## src/rtl/swmf_pkg.sv

```systemverilog
// Shared constants and types for the sliding window median filter.
package swmf_pkg;

	localparam int MAX_HALF_DEF    = 7;
	localparam int SAMPLE_BITS_DEF = 16;
	localparam int HALF_WIDTH_BITS = 3;

	localparam logic [HALF_WIDTH_BITS-1:0] HALF_WIDTH_RESET = 3'd1;

	typedef struct packed {
		logic shift;
		logic clear;
		logic load;
	} win_ctl_t;

endpackage

```

## src/rtl/swmf_cell.sv

```systemverilog
// One window cell: sample, valid bit, ordering against the other cells, rank match.
module swmf_cell import swmf_pkg::*; #(
	parameter int DEPTH       = 2 * MAX_HALF_DEF + 1,
	parameter int SAMPLE_BITS = SAMPLE_BITS_DEF,
	localparam int RW         = $clog2(DEPTH + 1)
) (
	input  logic                          clk,
	input  logic                          arst_n,
	input  win_ctl_t                      ctl,
	input  logic signed [SAMPLE_BITS-1:0] sample_in,
	input  logic                          valid_in,
	input  logic [DEPTH-1:0]              order_in,
	input  logic signed [SAMPLE_BITS-1:0] probe,
	input  logic [DEPTH-1:0]              mask,
	input  logic                          in_window,
	input  logic [RW-1:0]                 target,
	output logic signed [SAMPLE_BITS-1:0] sample_out,
	output logic                          valid_out,
	output logic [DEPTH-1:0]              order_out,
	output logic                          lt,
	output logic signed [SAMPLE_BITS-1:0] pick
);

	logic signed [SAMPLE_BITS-1:0] sample_q;
	logic [DEPTH-1:0]              order_q;
	logic                          valid_q;
	logic [RW-1:0]                 rank;

	always_ff @(posedge clk or negedge arst_n) begin
		if (!arst_n) begin
			valid_q <= 1'b0;
		end else if (ctl.shift) begin
			valid_q <= valid_in;
		end else if (ctl.clear) begin
			valid_q <= 1'b0;
		end
	end

	always_ff @(posedge clk) begin
		if (ctl.shift) begin
			sample_q <= sample_in;
			order_q  <= order_in;
		end
	end

	// count window cells that sort ahead of this one
	always_comb begin
		rank = '0;
		for (int j = 0; j < DEPTH; j++) begin
			rank = rank + RW'(order_q[j] & mask[j]);
		end
	end

	assign lt         = sample_q < probe;
	assign pick       = (in_window && rank == target) ? sample_q : '0;
	assign sample_out = sample_q;
	assign valid_out  = valid_q;
	assign order_out  = order_q;

endmodule

```

## src/rtl/swmf_seq.sv

```systemverilog
// Sequencer: half width register, stream count, result scheduling and output handshake.
module swmf_seq import swmf_pkg::*; #(
	parameter int MAX_HALF = MAX_HALF_DEF,
	localparam int DEPTH   = 2 * MAX_HALF + 1,
	localparam int LW      = $clog2(DEPTH)
) (
	input  logic                       clk,
	input  logic                       arst_n,
	input  logic                       half_width_valid,
	input  logic [HALF_WIDTH_BITS-1:0] half_width,
	input  logic                       sample_valid,
	input  logic                       last,
	output logic                       sample_stall,
	input  logic                       filtered_stall,
	output logic                       filtered_valid,
	output logic                       last_res,
	output win_ctl_t                   ctl,
	output logic [LW-1:0]              lim
);

	localparam int HW = $clog2(MAX_HALF + 1);
	localparam int CW = $clog2(MAX_HALF + 2);

	logic [HALF_WIDTH_BITS-1:0] half_width_q;
	logic [CW-1:0]              cnt_q;
	logic                       pend_q;
	logic                       flush_q;
	logic                       out_valid_q;
	logic                       out_last_q;
	logic [LW-1:0]              lim_q;
	logic [LW-1:0]              lim_start;
	logic [HW-1:0]              h;
	logic                       out_free;
	logic                       emit;
	logic                       at_end;
	logic                       done;
	logic                       accept;
	logic                       need;

	always_comb begin
		if (int'(half_width_q) > MAX_HALF) begin
			h = HW'(MAX_HALF);
		end else begin
			h = HW'(half_width_q);
		end
	end

	assign out_free     = !out_valid_q || !filtered_stall;
	assign emit         = pend_q && out_free;
	assign at_end       = !flush_q || (lim_q == LW'(h));
	assign done         = emit && at_end;
	assign sample_stall = pend_q && !done;
	assign accept       = sample_valid && !sample_stall;
	assign need         = int'(cnt_q) >= int'(h);

	// final item starts at the oldest centre that holds a sample
	always_comb begin
		if (last && int'(cnt_q) < int'(h)) begin
			lim_start = LW'(int'(cnt_q) + int'(h));
		end else begin
			lim_start = LW'(2 * int'(h));
		end
	end

	always_ff @(posedge clk or negedge arst_n) begin
		if (!arst_n) begin
			half_width_q <= HALF_WIDTH_RESET;
			cnt_q        <= '0;
			pend_q       <= 1'b0;
			flush_q      <= 1'b0;
			out_valid_q  <= 1'b0;
			out_last_q   <= 1'b0;
			lim_q        <= '0;
		end else begin
			if (half_width_valid) begin
				half_width_q <= half_width;
			end
			if (accept) begin
				pend_q  <= last || need;
				flush_q <= last;
				lim_q   <= lim_start;
				if (last) begin
					cnt_q <= '0;
				end else if (int'(cnt_q) < MAX_HALF + 1) begin
					cnt_q <= cnt_q + CW'(1);
				end
			end else if (done) begin
				pend_q <= 1'b0;
			end else if (emit) begin
				lim_q <= lim_q - LW'(1);
			end
			if (emit) begin
				out_valid_q <= 1'b1;
				out_last_q  <= flush_q && at_end;
			end else if (!filtered_stall) begin
				out_valid_q <= 1'b0;
			end
		end
	end

	assign ctl.shift      = accept;
	assign ctl.clear      = done && flush_q;
	assign ctl.load       = emit;
	assign lim            = lim_q;
	assign filtered_valid = out_valid_q;
	assign last_res       = out_last_q;

endmodule

```

## src/rtl/sliding_window_median_filter.sv

```systemverilog
// Top level of the sliding window median filter.
// Running median over a stream of signed samples: each result is the upper median of the
// samples from h before to h after one position, cut to what exists at either end of the
// stream, with h the half_width register clamped to MAX_HALF. A row of 2*MAX_HALF+1 cells
// holds the newest samples; each cell keeps the sort order of its sample against all others,
// updated by one compare per cell as a sample shifts in, so a median is a combinational rank
// match. A sample that is not marked last is accepted every cycle while the result side does
// not stall, and its result (once h+1 samples have arrived) passes the pending flag and then
// the result register. The marked last sample gives min(h, earlier samples of its stream) + 1
// flushed results and stalls the next item for all but the final one of them, since the
// shared rank and select path resolves one window per cycle while results drain. A stall on
// the result side holds the input once one item waits behind the result register.
module sliding_window_median_filter import swmf_pkg::*; #(
	parameter int MAX_HALF    = MAX_HALF_DEF,
	parameter int SAMPLE_BITS = SAMPLE_BITS_DEF
) (
	input  logic                          clk,
	input  logic                          arst_n,
	input  logic                          half_width_valid,
	output logic                          half_width_ready,
	input  logic [HALF_WIDTH_BITS-1:0]    half_width,
	input  logic                          sample_valid,
	output logic                          sample_stall,
	input  logic signed [SAMPLE_BITS-1:0] sample,
	input  logic                          last,
	output logic                          filtered_valid,
	input  logic                          filtered_stall,
	output logic signed [SAMPLE_BITS-1:0] filtered,
	output logic                          last_res
);

	localparam int DEPTH = 2 * MAX_HALF + 1;
	localparam int LW    = $clog2(DEPTH);
	localparam int RW    = $clog2(DEPTH + 1);

	win_ctl_t                      ctl;
	logic [LW-1:0]                 lim;
	logic [DEPTH-1:0]              mask;
	logic [DEPTH-1:0]              cell_valid;
	logic [DEPTH-1:0]              lt;
	logic [RW-1:0]                 win_count;
	logic [RW-1:0]                 target;
	logic signed [SAMPLE_BITS-1:0] pick;
	logic signed [SAMPLE_BITS-1:0] filtered_q;
	logic signed [SAMPLE_BITS-1:0] cell_sample [DEPTH];
	logic signed [SAMPLE_BITS-1:0] cell_pick   [DEPTH];
	logic [DEPTH-1:0]              cell_order  [DEPTH];

	assign half_width_ready = 1'b1;

	swmf_seq #(
		.MAX_HALF(MAX_HALF)
	) u_seq (
		.clk             (clk),
		.arst_n          (arst_n),
		.half_width_valid(half_width_valid),
		.half_width      (half_width),
		.sample_valid    (sample_valid),
		.last            (last),
		.sample_stall    (sample_stall),
		.filtered_stall  (filtered_stall),
		.filtered_valid  (filtered_valid),
		.last_res        (last_res),
		.ctl             (ctl),
		.lim             (lim)
	);

	for (genvar i = 0; i < DEPTH; i++) begin : g_cell
		logic signed [SAMPLE_BITS-1:0] sample_in;
		logic                          valid_in;
		logic [DEPTH-1:0]              order_in;

		assign mask[i] = cell_valid[i] && (LW'(i) <= lim);

		if (i == 0) begin : g_head
			assign sample_in = sample;
			assign valid_in  = 1'b1;
			assign order_in  = {lt[DEPTH-2:0], 1'b0};
		end else begin : g_body
			assign sample_in = cell_sample[i-1];
			assign valid_in  = cell_valid[i-1] & ~ctl.clear;
			assign order_in  = {cell_order[i-1][DEPTH-2:0], ~lt[i-1]};
		end

		swmf_cell #(
			.DEPTH      (DEPTH),
			.SAMPLE_BITS(SAMPLE_BITS)
		) u_cell (
			.clk       (clk),
			.arst_n    (arst_n),
			.ctl       (ctl),
			.sample_in (sample_in),
			.valid_in  (valid_in),
			.order_in  (order_in),
			.probe     (sample),
			.mask      (mask),
			.in_window (mask[i]),
			.target    (target),
			.sample_out(cell_sample[i]),
			.valid_out (cell_valid[i]),
			.order_out (cell_order[i]),
			.lt        (lt[i]),
			.pick      (cell_pick[i])
		);
	end

	// upper median: rank floor(n/2) among the window cells
	always_comb begin
		win_count = '0;
		for (int j = 0; j < DEPTH; j++) begin
			win_count = win_count + RW'(mask[j]);
		end
		target = win_count >> 1;
	end

	always_comb begin
		pick = '0;
		for (int i = 0; i < DEPTH; i++) begin
			pick = pick | cell_pick[i];
		end
	end

	always_ff @(posedge clk) begin
		if (ctl.load) begin
			filtered_q <= pick;
		end
	end

	assign filtered = filtered_q;

endmodule
```

## config.mk

```make
export PLATFORM = sky130hd
export DESIGN_NAME = sliding_window_median_filter
export DESIGN_NICKNAME = d
export VERILOG_FILES = /design/src/rtl/swmf_pkg.sv /design/src/rtl/swmf_cell.sv /design/src/rtl/swmf_seq.sv /design/src/rtl/sliding_window_median_filter.sv
export SDC_FILE = /design/constraint.sdc
export NUM_CORES = 1
export LEC_CHECK = 0
export ABC_AREA = 0
export BUFFER_PORTS_ARGS = -buffer_cell sky130_fd_sc_hd__buf_2
export CORE_MARGIN = 2
export CORE_UTILIZATION = 60
export DETAILED_ROUTE_END_ITERATION = 10
export PLACE_DENSITY_LB_ADDON = 0.08
export SYNTH_ARGS = -nofsm -noshare
export SYNTH_HDL_FRONTEND = slang
export SYNTH_SLANG_ARGS = --single-unit
```

## constraint.sdc

```tcl
create_clock -name clk -period 16.4 [get_ports clk]
set_input_delay 0.82 -clock clk [delete_from_list [all_inputs] [get_ports clk]]
set_output_delay 0.82 -clock clk [all_outputs]
set_load 0.05 [all_outputs]
```

==> summary.md <==
| Metric | Value |
|---|---|
| Dpl ws | 9.180 ns |
| Post-CTS Resized | 0 |
| CP arrival | 7.84 ns |
| Root Buffer | clkbuf_16 |
| Layout Nets | 2,628 |
| Antenna fix cells | 0 |
| Core Area | 46,460 um^2 |
| Clock sinks | 496 |
| # DRC | 0 |
| Syn avg cell area | 13.31 um^2 |
| CTS max path bufs | 3 |
| Initial core utilization | 0.6064 |
| TritonCTS clock tree | built |
| Syn Nets | 2,555 |
| Pwr dens | 233.6 nW/um^2 |
| Most common cell after layout, fill and taps aside | edfxtp_1 |
| Die area | 48,700 um^2 |
| HPWL after detailed placement | 52.72 mm |
| Detailed Route Iter0 Violations | 1,835 |
| Slew @ Worst Pin | 1.312 ns |
| Ys flop type | edfxtp_1 |
| Register bit count reported by yosys | 496 |
| Crit path cell chain | and3_1, buf_4, and2_1, fa_1, fa_1, fa_1, inv_1, fa_1, inv_1, ha_1, inv_1, fa_1, xnor2_1, a2111oi_0, and3b_1, a222oi_1, and3_1, nand4_1 |
| WP data required | 16.87 ns |
| # port buffers | 43 |
| Die Wd | 220.7 um |
| F_max | 0.1358 GHz |
| Largest net degree at the start of global routing | 171 |
| H-tree Lvls | 2 |
| Ys async rst share | 0.06048 |
| Gp weighted congestion | 0.8783 |
| Post-Syn Area | 28,170 um^2 |
| Critical path endpoint category | register |
| Worst R2R Start | u_seq.lim[3] |
| # rows | 79 |
| Crit share post-route | 0.4490 |
| CTS buffer count | 53 |
| Largest stage delay, worst path | 1.08 ns |
| Worst Path Buf+Inv | 4 |
| R2R Setup Slk | 9.04 ns |
| Area Overhead vs Synth | 10.01% |
| Worst path most repeated cell | fa_1 |
| Worst-Skew Late Latency | 0.61 ns |
| Synth unique cells | 68 |
| Run status | completed |
| Worst reg2reg path depth | 18 |
| Synth Instances | 2,116 |
| Worst Path Max Fanout | 27 |
| Most frequent cells in the layout | edfxtp_1, ha_1, inv_1, and2_1, fa_1 |
| Post-CTS Setup Inserts | 0 |
| Wire per inst | 26.65 um |
| Layout cells sized above 1 | 0.08472 |
| Initial antenna violation count | 0 |
| Min setup slack post-route | 9.037 ns |
| # setup viols final | 0 |
| Boundary Pins | 45 |
| Slew HR | 0.1252 |
| RSZ-0062 raised after global routing | no |
| Vias per cell | 6.362 |
| Setup TNS | 0 ns |
| Clock skew | 0.02638 ns |
| Hold crit path type | in2async |
| Clock period minus worst slack | 7.363 ns |
| Vias in the first global route | 18,498 |
| Die Y | 220.7 um |
| Critical path type | reg2reg |
| Final Hold Fails | 0 |
| First-pass GRT wire length | 114.1 mm |
| Number of synthesized flops with an enable pin | 466 |
| Synth Warn # | 0 |
| Critical R2R Capture | filtered[8] |
| VDD IR-drop max | 0.2865 mV |
| Crit-path slowest cell | and3b_1 |
| Register area share after synthesis | 0.5234 |
| Clk slew on worst S/H paths | 0.06 ns |
| Total gr overflow | 0 |
| DRT Wirelength | 75.63 mm |
| Vias | 18,056 |
| Slew Limit Fails | 0 |
| Crit path max-delay family | adder cells |
| Cts hold-fix bufs | 0 |
| GRT Overall Usage | 0.3214 |
| Antenna viol nets, final | 0 |
| # fillers | 3,409 |
| Static Leak | 12.80 nW |
| 1st-pass router iterations | 5 |
| Max-cap viol count | 0 |
| CP startpoint kind | register |
report_power, final:
part           internal [mW]  switching (mW)  leakage, nW
combinational           1.44            2.25         7.13
sequential              2.00           0.313         4.81
clock                  0.728           0.514        0.861
cells by family (layout without fill, tap and decap cells):
family / after synthesis / in the layout / share of synthesized area
compound gates: 397 / 397 / 0.1001
xor+xnor: 50 / 50 / 0.01554
fa+ha+maj: 414 / 414 / 0.2225
buf+inv: 243 / 358 / 0.03415
flops: 496 / 496 / 0.5234
mux: 6 / 6 / 0.002265
other cells: 1 / 1 / 0.0001331
simple gates: 509 / 509 / 0.1019
registers in the layout, summed over array words and instances, names as in the netlist, 3 cells and up:
name / flops
filtered: 16
g_cell.u_cell.order_out: 210
g_cell.u_cell.sample_out: 240
g_cell.u_cell.valid_out: 15
u_seq.cnt_q: 4
u_seq.h: 3
u_seq.lim: 4
per-stage QoR:
| step | cell area (um^2) | util | hold slack [ns] | power (mW) | std cells |
|---|---|---|---|---|---|
| finish | 30990 | 0.6671 | 0.2561 | 7.238 | 2838 |
| detailed placement | 29230 | 0.6291 | 0.4228 | 5.943 | 2741 |
| global route | 30990 | 0.6671 | 0.3085 | 7.692 | 2838 |
| CTS | 30990 | 0.6671 | 0.2687 | 7.210 | 2838 |
| floorplan | 28170 | - | 0.4174 | 4.888 | 2116 |
| global placement | 29230 | 0.6291 | 0.4241 | 5.824 | 2741 |
cell type report:
class / instances / area (um^2) / share of cell area
sequential: 496 / 14750 / 0.4758
inverter: 185 / 701.9 / 0.02265
clock buffer: 64 / 1389 / 0.04481
multi-input combinational: 1377 / 12540 / 0.4047
timing repair buffer: 76 / 475.5 / 0.01534
clock inverter: 33 / 377.9 / 0.01219
tap: 607 / 759.5 / 0.02451
cell usage after synthesis (6+ instances only):
cell       instances  area [um^2]
and2_1           165         1032
or3_1             12        75.07
a21o_1            73        548.0
xor2_1            18        157.7
inv_1            185        694.4
o31a_1             8        70.07
edfxtp_1         466        13990
nand3b_1           7        52.55
o21ai_0           46        230.2
nand2b_1          21        131.4
nor3_1            10        50.05
a21oi_1           91        455.4
a2111oi_0         10        87.58
dfrtp_1           29        725.7
ha_1             269         3366
nor2b_1           10        62.56
a22oi_1           81        608.1
clkbuf_1          40        150.1
fa_1             145         2903
a222oi_1          13        130.1
a22o_1             8        70.07
buf_2             10        50.05
and3_1            49        306.5
xnor2_1           32        280.3
nand4_1           29        181.4
nand3_1           31        155.2
nor2_1            40        150.1
o21a_1             6        45.04
o221ai_1           6        52.55
nand2_1          107        401.6
o221a_2            6        67.56
metal layers:
layer	up-vias	GRT usage	routed length, um
li1	7931	-	-
met1	9063	0.4280	29610
met2	844	0.5249	36220
met3	218	0.04866	5883
met4	0	0.1464	3912
met5	-	0	0
worst max-delay path by stage:
stage | start | endpoint | cells after the start
finish | u_seq.lim[3] | filtered[8] | 18
global route | u_seq.lim[3] | filtered[8] | 19
CTS | u_seq.lim[3] | filtered[8] | 19
detailed placement | u_seq.lim[3] | filtered[8] | 19
global placement | u_seq.lim[3] | filtered[8] | 18
floorplan | u_seq.lim[1] | u_seq.cnt_q[3] | 9
Power figures use the tool's default switching activity.
